===== config.mk =====
export PLATFORM = sky130hd
export DESIGN_NAME = ps2_mouse_packet_tracker
export DESIGN_NICKNAME = d
export VERILOG_FILES = /design/src/design/pstrk_pkg.sv /design/src/design/pstrk_front.sv /design/src/design/pstrk_queue.sv /design/src/design/pstrk_back.sv /design/src/design/ps2_mouse_packet_tracker.sv
export SDC_FILE = /design/constraint.sdc
export NUM_CORES = 1
export LEC_CHECK = 0
export ABC_AREA = 1
export BUFFER_PORTS_ARGS = -buffer_cell sky130_fd_sc_hd__buf_2
export CELL_PAD_IN_SITES_DETAIL_PLACEMENT = 1
export CELL_PAD_IN_SITES_GLOBAL_PLACEMENT = 1
export CORE_ASPECT_RATIO = 1.75
export CORE_MARGIN = 3
export CORE_UTILIZATION = 35
export DETAILED_ROUTE_END_ITERATION = 10
export PLACE_DENSITY_LB_ADDON = 0.1
export SETUP_SLACK_MARGIN = 0.15
export SLEW_MARGIN = 5
export SYNTH_ARGS = -nofsm -noshare
export SYNTH_HDL_FRONTEND = slang
export SYNTH_SLANG_ARGS = --single-unit

===== constraint.sdc =====
create_clock -name clk -period 9.66 [get_ports clk]
set_input_delay 0.483 -clock clk [delete_from_list [all_inputs] [get_ports clk]]
set_output_delay 0.483 -clock clk [all_outputs]
set_load 0.02 [all_outputs]

===== src/design/pstrk_pkg.sv =====
// Shared types, constants and the axis clamp for the PS/2 mouse packet tracker.
package pstrk_pkg;

	localparam int COORD_W = 13;
	localparam int DELTA_W = 16;
	localparam int BTN_W = 3;
	localparam int SUM_W = ((COORD_W + 1 > DELTA_W) ? COORD_W + 1 : DELTA_W) + 1;
	localparam int CFG_IDX_W = 1;
	localparam int Q_DEPTH = 2;
	localparam int Q_PTR_W = $clog2(Q_DEPTH);
	localparam int Q_CNT_W = $clog2(Q_DEPTH + 1);

	localparam logic [COORD_W-1:0] WIDTH_RST = COORD_W'(1024);
	localparam logic [COORD_W-1:0] HEIGHT_RST = COORD_W'(768);

	// header byte bits
	localparam int HDR_SYNC_BIT = 3;
	localparam int HDR_XSIGN_BIT = 4;
	localparam int HDR_YSIGN_BIT = 5;
	localparam int HDR_XOVF_BIT = 6;
	localparam int HDR_YOVF_BIT = 7;
	localparam int BTN_LEFT_BIT = 0;
	localparam int BTN_RIGHT_BIT = 1;

	typedef enum logic [1:0] {
		FUNC_AUX_BYTE = 2'd0,
		FUNC_INJECT   = 2'd1,
		FUNC_INIT     = 2'd2
	} func_t;

	typedef enum logic [CFG_IDX_W-1:0] {
		REG_SCREEN_WIDTH  = 1'b0,
		REG_SCREEN_HEIGHT = 1'b1
	} cfg_reg_t;

	typedef enum logic [2:0] {
		PH_HEADER = 3'b001,
		PH_XMOVE  = 3'b010,
		PH_YMOVE  = 3'b100
	} phase_t;

	// One command for the back end: a cursor update or a recenter.
	typedef struct packed {
		logic                      is_init;
		logic signed [DELTA_W-1:0] dx;
		logic signed [DELTA_W-1:0] dy;
		logic [BTN_W-1:0]          buttons;
	} cmd_t;

	typedef struct packed {
		logic valid;
		cmd_t cmd;
	} cmd_req_t;

	typedef struct packed {
		logic                 valid;
		logic [CFG_IDX_W-1:0] index;
		logic [COORD_W-1:0]   data;
	} cfg_wr_t;

	function automatic logic [COORD_W-1:0] clamp_axis(
		input logic [COORD_W-1:0] cur,
		input logic signed [DELTA_W-1:0] d,
		input logic [COORD_W-1:0] limit
	);
		logic signed [SUM_W-1:0] p;
		logic signed [SUM_W-1:0] lim;
		logic [COORD_W-1:0] res;
		p = $signed({{(SUM_W - COORD_W){1'b0}}, cur})
			+ $signed({{(SUM_W - DELTA_W){d[DELTA_W-1]}}, d});
		lim = $signed({{(SUM_W - COORD_W){1'b0}}, limit});
		if (limit == '0) begin
			res = '0;
		end else if (p < 0) begin
			res = '0;
		end else if (p >= lim) begin
			res = limit - COORD_W'(1);
		end else begin
			res = p[COORD_W-1:0];
		end
		return res;
	endfunction

endpackage


===== src/design/pstrk_front.sv =====
// Front end: accepts items, assembles 3-byte packets and issues update and recenter commands.
module pstrk_front (
	input  logic                                clk,
	input  logic                                arst_n,
	input  logic                                accept,
	input  logic [1:0]                          func,
	input  logic [7:0]                          rx_byte,
	input  logic signed [pstrk_pkg::DELTA_W-1:0] inj_dx,
	input  logic signed [pstrk_pkg::DELTA_W-1:0] inj_dy,
	input  logic [7:0]                          inj_buttons,
	output pstrk_pkg::cmd_req_t                 push
);

	pstrk_pkg::phase_t phase_q;
	logic [7:0] header_q;
	logic [7:0] xmove_q;
	logic signed [pstrk_pkg::DELTA_W-1:0] pkt_dx;
	logic signed [pstrk_pkg::DELTA_W-1:0] pkt_dy;
	logic pkt_ovf;

	always_comb begin
		pkt_dx = {{(pstrk_pkg::DELTA_W - 8){header_q[pstrk_pkg::HDR_XSIGN_BIT]}}, xmove_q};
		// invert y so that down is positive
		pkt_dy = -{{(pstrk_pkg::DELTA_W - 8){header_q[pstrk_pkg::HDR_YSIGN_BIT]}}, rx_byte};
		pkt_ovf = header_q[pstrk_pkg::HDR_XOVF_BIT] | header_q[pstrk_pkg::HDR_YOVF_BIT];
	end

	always_comb begin
		push = '0;
		if (accept) begin
			unique case (func)
				pstrk_pkg::FUNC_AUX_BYTE: begin
					if (phase_q == pstrk_pkg::PH_YMOVE && !pkt_ovf) begin
						push.valid = 1'b1;
						push.cmd.dx = pkt_dx;
						push.cmd.dy = pkt_dy;
						push.cmd.buttons = header_q[pstrk_pkg::BTN_W-1:0];
					end
				end
				pstrk_pkg::FUNC_INJECT: begin
					push.valid = 1'b1;
					push.cmd.dx = inj_dx;
					push.cmd.dy = inj_dy;
					push.cmd.buttons = inj_buttons[pstrk_pkg::BTN_W-1:0];
				end
				pstrk_pkg::FUNC_INIT: begin
					push.valid = 1'b1;
					push.cmd.is_init = 1'b1;
				end
				default: begin
				end
			endcase
		end
	end

	always_ff @(posedge clk or negedge arst_n) begin
		if (!arst_n) begin
			phase_q <= pstrk_pkg::PH_HEADER;
			header_q <= '0;
			xmove_q <= '0;
		end else if (accept) begin
			if (func == pstrk_pkg::FUNC_AUX_BYTE) begin
				unique case (phase_q)
					pstrk_pkg::PH_XMOVE: begin
						xmove_q <= rx_byte;
						phase_q <= pstrk_pkg::PH_YMOVE;
					end
					pstrk_pkg::PH_YMOVE: begin
						phase_q <= pstrk_pkg::PH_HEADER;
					end
					default: begin
						// drop bytes without the sync bit to resync
						if (rx_byte[pstrk_pkg::HDR_SYNC_BIT]) begin
							header_q <= rx_byte;
							phase_q <= pstrk_pkg::PH_XMOVE;
						end
					end
				endcase
			end else if (func == pstrk_pkg::FUNC_INIT) begin
				phase_q <= pstrk_pkg::PH_HEADER;
				header_q <= '0;
				xmove_q <= '0;
			end
		end
	end

endmodule


===== src/design/pstrk_queue.sv =====
// Two-entry command queue between the front and back ends.
module pstrk_queue (
	input  logic                clk,
	input  logic                arst_n,
	input  pstrk_pkg::cmd_req_t push,
	input  logic                pop,
	output logic                full,
	output pstrk_pkg::cmd_req_t head
);

	pstrk_pkg::cmd_t entry_q [pstrk_pkg::Q_DEPTH];
	logic [pstrk_pkg::Q_PTR_W-1:0] wr_ptr_q;
	logic [pstrk_pkg::Q_PTR_W-1:0] rd_ptr_q;
	logic [pstrk_pkg::Q_CNT_W-1:0] count_q;

	assign full = (count_q == pstrk_pkg::Q_CNT_W'(pstrk_pkg::Q_DEPTH));
	assign head.valid = (count_q != '0);
	assign head.cmd = entry_q[rd_ptr_q];

	always_ff @(posedge clk) begin
		if (push.valid) begin
			entry_q[wr_ptr_q] <= push.cmd;
		end
	end

	always_ff @(posedge clk or negedge arst_n) begin
		if (!arst_n) begin
			wr_ptr_q <= '0;
			rd_ptr_q <= '0;
			count_q <= '0;
		end else begin
			if (push.valid) begin
				wr_ptr_q <= (wr_ptr_q == pstrk_pkg::Q_PTR_W'(pstrk_pkg::Q_DEPTH - 1))
					? '0 : wr_ptr_q + pstrk_pkg::Q_PTR_W'(1);
			end
			if (pop) begin
				rd_ptr_q <= (rd_ptr_q == pstrk_pkg::Q_PTR_W'(pstrk_pkg::Q_DEPTH - 1))
					? '0 : rd_ptr_q + pstrk_pkg::Q_PTR_W'(1);
			end
			if (push.valid && !pop) begin
				count_q <= count_q + pstrk_pkg::Q_CNT_W'(1);
			end else if (pop && !push.valid) begin
				count_q <= count_q - pstrk_pkg::Q_CNT_W'(1);
			end
		end
	end

	a_no_push_full: assert property (@(posedge clk) disable iff (!arst_n)
		push.valid |-> !full)
		else $error("push into full queue");
	a_no_pop_empty: assert property (@(posedge clk) disable iff (!arst_n)
		pop |-> head.valid)
		else $error("pop from empty queue");
	a_count_range: assert property (@(posedge clk) disable iff (!arst_n)
		count_q <= pstrk_pkg::Q_CNT_W'(pstrk_pkg::Q_DEPTH))
		else $error("queue count out of range");

endmodule


===== src/design/pstrk_back.sv =====
// Back end: screen registers, cursor and button state, and the result register.
module pstrk_back (
	input  logic                                 clk,
	input  logic                                 arst_n,
	input  pstrk_pkg::cfg_wr_t                   cfg,
	input  pstrk_pkg::cmd_req_t                  head,
	output logic                                 pop,
	output logic                                 out_valid,
	input  logic                                 out_ready,
	output logic [pstrk_pkg::COORD_W-1:0]         pos_x,
	output logic [pstrk_pkg::COORD_W-1:0]         pos_y,
	output logic signed [pstrk_pkg::DELTA_W-1:0]  delta_x,
	output logic signed [pstrk_pkg::DELTA_W-1:0]  delta_y,
	output logic [pstrk_pkg::BTN_W-1:0]           button_bits,
	output logic                                 left_pressed,
	output logic                                 left_released,
	output logic                                 right_pressed
);

	logic [pstrk_pkg::COORD_W-1:0] width_q;
	logic [pstrk_pkg::COORD_W-1:0] height_q;
	logic [pstrk_pkg::COORD_W-1:0] cursor_x_q;
	logic [pstrk_pkg::COORD_W-1:0] cursor_y_q;
	logic [pstrk_pkg::BTN_W-1:0] held_q;
	logic [pstrk_pkg::COORD_W-1:0] next_x;
	logic [pstrk_pkg::COORD_W-1:0] next_y;
	logic [pstrk_pkg::BTN_W-1:0] changed;
	logic out_valid_q;
	logic pop_update;
	logic pop_init;

	assign pop = head.valid && (!out_valid_q || out_ready);
	assign pop_update = pop && !head.cmd.is_init;
	assign pop_init = pop && head.cmd.is_init;
	assign out_valid = out_valid_q;

	always_comb begin
		next_x = pstrk_pkg::clamp_axis(cursor_x_q, head.cmd.dx, width_q);
		next_y = pstrk_pkg::clamp_axis(cursor_y_q, head.cmd.dy, height_q);
		changed = held_q ^ head.cmd.buttons;
	end

	always_ff @(posedge clk or negedge arst_n) begin
		if (!arst_n) begin
			width_q <= pstrk_pkg::WIDTH_RST;
			height_q <= pstrk_pkg::HEIGHT_RST;
		end else if (cfg.valid) begin
			unique case (cfg.index)
				pstrk_pkg::REG_SCREEN_WIDTH: width_q <= cfg.data;
				pstrk_pkg::REG_SCREEN_HEIGHT: height_q <= cfg.data;
				default: begin
				end
			endcase
		end
	end

	always_ff @(posedge clk or negedge arst_n) begin
		if (!arst_n) begin
			cursor_x_q <= pstrk_pkg::WIDTH_RST >> 1;
			cursor_y_q <= pstrk_pkg::HEIGHT_RST >> 1;
			held_q <= '0;
			out_valid_q <= 1'b0;
		end else begin
			if (pop_init) begin
				cursor_x_q <= width_q >> 1;
				cursor_y_q <= height_q >> 1;
				held_q <= '0;
			end else if (pop_update) begin
				cursor_x_q <= next_x;
				cursor_y_q <= next_y;
				held_q <= head.cmd.buttons;
			end
			// hold the result until taken, then load the next one if any
			if (pop_update) begin
				out_valid_q <= 1'b1;
			end else if (out_ready) begin
				out_valid_q <= 1'b0;
			end
		end
	end

	always_ff @(posedge clk) begin
		if (pop_update) begin
			pos_x <= next_x;
			pos_y <= next_y;
			delta_x <= head.cmd.dx;
			delta_y <= head.cmd.dy;
			button_bits <= head.cmd.buttons;
			left_pressed <= changed[pstrk_pkg::BTN_LEFT_BIT]
				& head.cmd.buttons[pstrk_pkg::BTN_LEFT_BIT];
			left_released <= changed[pstrk_pkg::BTN_LEFT_BIT]
				& ~head.cmd.buttons[pstrk_pkg::BTN_LEFT_BIT];
			right_pressed <= changed[pstrk_pkg::BTN_RIGHT_BIT]
				& head.cmd.buttons[pstrk_pkg::BTN_RIGHT_BIT];
		end
	end

	a_init_clears: assert property (@(posedge clk) disable iff (!arst_n)
		pop_init |=> held_q == '0)
		else $error("init left buttons held");
	a_result_from_update: assert property (@(posedge clk) disable iff (!arst_n)
		$rose(out_valid_q) |-> $past(pop_update))
		else $error("result without update command");

endmodule


===== src/design/ps2_mouse_packet_tracker.sv =====
// Top level of the PS/2 mouse packet tracker.
// Takes one item per cycle: aux bytes (func 0) are assembled into 3-byte packets,
// injected deltas (func 1) and recenter requests (func 2) go straight through.
// The front end classifies each item in its accept cycle and pushes a command
// into a two-entry queue; the back end applies one command per cycle to the
// clamped cursor and presents the result the cycle after, in an output register.
// Sustained rate is one item per clock, limited by the single back-end update
// per cycle; a command passes through the queue entry and then the output
// register before out_valid rises. A result held by out_ready low stalls the
// back end, and in_ready drops once the queue holds two commands.
// Only the third byte of a good packet and inject items produce a result.
// Screen registers are written through the cfg channel, which is always ready,
// and should be written only after all results have been taken.
module ps2_mouse_packet_tracker (
	input  logic                                   clk,
	input  logic                                   arst_n,
	input  logic                                   in_valid,
	output logic                                   in_ready,
	input  logic [1:0]                             func,
	input  logic [7:0]                             rx_byte,
	input  logic signed [pstrk_pkg::DELTA_W-1:0]    inj_dx,
	input  logic signed [pstrk_pkg::DELTA_W-1:0]    inj_dy,
	input  logic [7:0]                             inj_buttons,
	output logic                                   out_valid,
	input  logic                                   out_ready,
	output logic [pstrk_pkg::COORD_W-1:0]           pos_x,
	output logic [pstrk_pkg::COORD_W-1:0]           pos_y,
	output logic signed [pstrk_pkg::DELTA_W-1:0]    delta_x,
	output logic signed [pstrk_pkg::DELTA_W-1:0]    delta_y,
	output logic [pstrk_pkg::BTN_W-1:0]             button_bits,
	output logic                                   left_pressed,
	output logic                                   left_released,
	output logic                                   right_pressed,
	input  logic                                   cfg_valid,
	output logic                                   cfg_ready,
	input  logic [pstrk_pkg::CFG_IDX_W-1:0]         cfg_index,
	input  logic [pstrk_pkg::COORD_W-1:0]           cfg_data
);

	pstrk_pkg::cmd_req_t push;
	pstrk_pkg::cmd_req_t head;
	pstrk_pkg::cfg_wr_t cfg;
	logic q_full;
	logic pop;
	logic accept;

	assign in_ready = !q_full;
	assign accept = in_valid && in_ready;
	assign cfg_ready = 1'b1;

	always_comb begin
		cfg.valid = cfg_valid && cfg_ready;
		cfg.index = cfg_index;
		cfg.data = cfg_data;
	end

	pstrk_front u_front (
		.clk         (clk),
		.arst_n      (arst_n),
		.accept      (accept),
		.func        (func),
		.rx_byte     (rx_byte),
		.inj_dx      (inj_dx),
		.inj_dy      (inj_dy),
		.inj_buttons (inj_buttons),
		.push        (push)
	);

	pstrk_queue u_queue (
		.clk    (clk),
		.arst_n (arst_n),
		.push   (push),
		.pop    (pop),
		.full   (q_full),
		.head   (head)
	);

	pstrk_back u_back (
		.clk           (clk),
		.arst_n        (arst_n),
		.cfg           (cfg),
		.head          (head),
		.pop           (pop),
		.out_valid     (out_valid),
		.out_ready     (out_ready),
		.pos_x         (pos_x),
		.pos_y         (pos_y),
		.delta_x       (delta_x),
		.delta_y       (delta_y),
		.button_bits   (button_bits),
		.left_pressed  (left_pressed),
		.left_released (left_released),
		.right_pressed (right_pressed)
	);

endmodule


==> flow_summary.yaml <==
critical_path:
  cp-end-kind: "flop"
  worstPathRequired_ns: 9.92
  cp.arrival_ns: 5.27
  crit_path_frequent_cell: "nand2_1"
  rr_worst_depth: 26
  startpoint_type: "flop"
  cp_top_family: "simple AND/OR/NAND/NOR gates"
  cp_num_cells: 26
  worst_path_largest_cell_delay_ns: 0.40
  path_buf_inv: 4
  cp_slowest_cell: "buf_4"
  worst-setup-path-type: "flop to flop"
  crit_fanout: 37
sta:
  rsz0062_at_grt: "false"
  worstMarginPinSlew_ns: 1.11
  period_share: 0.518
  max_clock_freq_mhz: 200
  tns_ns: 0
  min_period_ns: 5.01
  relSlewSlack: 0.261
  finClkSkew_ns: 0.0280
  slew_violations: 0
  setup_violations: 0
  hold_violations: 0
clock_network:
  clkSinkCount: 213
  cts_hold_buf: 1
  htree_levels: 1
  cts_tree: "done"
  clock_path_buffers: 3
  post_cts_resized: 0
  clk_latency_ns: 0.53
  numCtsBuffers: 21
  path_clk_slew_ns: 0.07
  postCtsSetupRepairBufs: 0
  root_buffer: "clkbuf_16"
route:
  drt_iter0_drc: 307
  top_layer_used: "met4"
  wl_met2_mm: 17.3
  vias_per_cell: 4.91
  vias: 9210
  wire_per_inst_um: 17.7
  dr_wl_met3_mm: 1.13
  drcViolationCount: 0
  m1WireLength_mm: 13.4
  dr.pass1.iters: 4
  final_antenna_net_count: 0
  wl_mm: 33.2
placed_design:
  hpwl_mm: 25.5
  placed_cells: 1835
  io_buffers: 129
  gp_congestion: 0.850
  placed_area_mm2: 0.0128
floorplan:
  rows: 88
  core_mm2: 0.0330
  dieHeight_um: 248
  start_util: 0.356
  dieArea_mm2: 0.0359
  io_pins: 136
  die_w_um: 145
synthesis:
  syn_nets: 1467
  synth_top_cell_area_share: 0.348
  synthTopCellsByArea: "edfxtp_1, dfrtp_1, nand2_1"
  yosysMostFrequentCell: "nand2_1"
  synthesis.area_mm2: 0.0118
  seq_area_frac_synth: 0.512
  synth_commonest_cells: "nand2_1, inv_1, edfxtp_1"
  synthesis.instances: 1336
  synth_cell_types: 46
  synth_largest_area_cell: "edfxtp_1"
  yosys_warnings: 0
  synthFlopType: "edfxtp_1"
  avgSynthCellArea_um2: 8.79
  ys_ff_latch: 213
  synthArstFlopShare: 0.362
  synth-edff-count: 136
pwr:
  intPower_mw: 2.53
  power_mw: 4.58
  vdd_drop_max_mv: 0.136
  seqPwrFrac: 0.315
  pwr-share-comb: 0.502
  power_density_mw_per_mm2: 340
  p_switching_mw: 2.05
  p_leak_nw: 6.39
  swShare: 0.448
  p_clk_frac: 0.184
run_status:
  outcome: "finished, final reports clean"
finish:
  synthToLayoutAreaGrowth_pct: 14.6
  nFillCells: 3903
  final_cells: 1874
  fin_nets: 1585
  drive_gt1_frac: 0.145
  final_area_mm2: 0.0135
  n_antenna_cell: 0
grt:
  grt_start_max_net_pins: 64
  grt_pass1_vias: 9911
  grt-ovfl-total: 0
  antenna_found_initial: 0
  grtUsageTotal: 0.188
  grt_first_pass_wirelength_mm: 52.8
job:
  drv_cap: 0
hold_path:
  min_path_cells: 2
  min_path_type: "input pin to flop"
power groups by stage:
stage | Combinational, mW | Clock [mW] | Sequential, mW
floorplan | 1.51 | 0 | 1.60
global placement | 2.30 | 0 | 1.45
detailed placement | 2.35 | 0 | 1.46
CTS | 2.36 | 0.870 | 1.45
global route | 2.65 | 0.897 | 1.47
finish | 2.30 | 0.841 | 1.44
per-stage QoR:
| step | setup WS [ns] | utilization | hold WS, ns |
|---|---|---|---|
| final | 4.65 | 0.408 | 0.160 |
| after global placement | 4.57 | 0.387 | 0.467 |
| after global routing | 4.09 | 0.408 | 0.166 |
| after floorplan | 5.37 | - | 0.187 |
| after detailed placement | 4.53 | 0.387 | 0.474 |
| after CTS | 4.50 | 0.408 | 0.132 |
layout make-up:
cell class,instances,area [µm²],share of cell area
flip-flops and latches,213,6020,0.447
multi-input cells,903,4870,0.362
repair buffers,136,703,0.0522
inverters,179,679,0.0505
clock buffers,29,576,0.0427
well taps,405,507,0.0376
clock inverters,9,111,0.00827
layer usage:
metal,vias to the layer above,global-route usage
li1,4607,-
met1,4409,0.214
met2,143,0.352
met3,51,0.0255
met4,0,0.0695
met5,-,0
worst paths after layout:
| check | end | slack (ns) | start |
|---|---|---|---|
| max in group asynchronous | u_back.cursor_x_q[2]$_DFFE_PN0P_ | 8.11 | arst_n |
| min in group asynchronous | u_front.xmove_q[4]$_DFFE_PN0P_ | 0.45 | arst_n |
| hold / removal | u_back.out_valid$_DFFE_PN0P_ | 0.16 | out_ready |
| hold reg to reg | u_front.header_q[2]$_DFFE_PN0P_ | 0.49 | u_front.header_q[2]$_DFFE_PN0P_ |
| setup reg to reg | u_back.pos_x[0]$_DFFE_PP_ | 4.65 | u_queue.rd_ptr_q$_DFFE_PN0P_ |
| setup / recovery | u_back.pos_x[0]$_DFFE_PP_ | 4.65 | u_queue.rd_ptr_q$_DFFE_PN0P_ |
sequential cells by signal, indices dropped and copies added, names as in the netlist, 2 cells and up:
name	count
u_queue.entry_q	72
u_back.delta_x	16
u_back.delta_y	16
u_back.cursor_x_q	13
u_back.cursor_y_q	13
u_back.height_q	13
u_back.pos_x	13
u_back.pos_y	13
u_back.width_q	13
u_front.xmove_q	8
u_front.header_q	7
u_back.button_bits	3
u_front.phase_q	3
u_back.held_q	2
u_queue.count_q	2
cell families (layout without fill, tap and decap cells):
logic type,Yosys count,after routing,share of synthesized area
AO/OA/AOI/OAI,162,162,0.0768
buffers and inverters,220,353,0.0757
other,1,1,0.000319
flip-flops,213,213,0.512
adder cells (fa/ha/maj),62,62,0.0673
AND/OR/NAND/NOR,631,631,0.233
XOR/XNOR,47,47,0.0350
cell usage in the layout, fill, tap and decap left out, types with 3 or more instances in the layout:
cell / instances
a21oi_1: 53
a22oi_1: 13
and3_1: 26
buf_2: 128
buf_4: 7
clkbuf_1: 6
clkbuf_16: 21
dfrtp_1: 70
dfstp_2: 7
edfxtp_1: 136
ha_1: 60
inv_1: 174
inv_2: 4
inv_6: 3
nand2_1: 389
nand2_2: 7
nand2_4: 6
nand3_1: 53
nand3_2: 3
nand3b_1: 5
nand4_1: 31
nor2_1: 88
nor2_4: 3
nor3_1: 6
nor3_2: 3
o21a_1: 3
o21ai_0: 74
o22ai_1: 3
or2_2: 5
xnor2_1: 15
xor2_1: 32
Note: power is estimated with default switching activity, not from simulation.
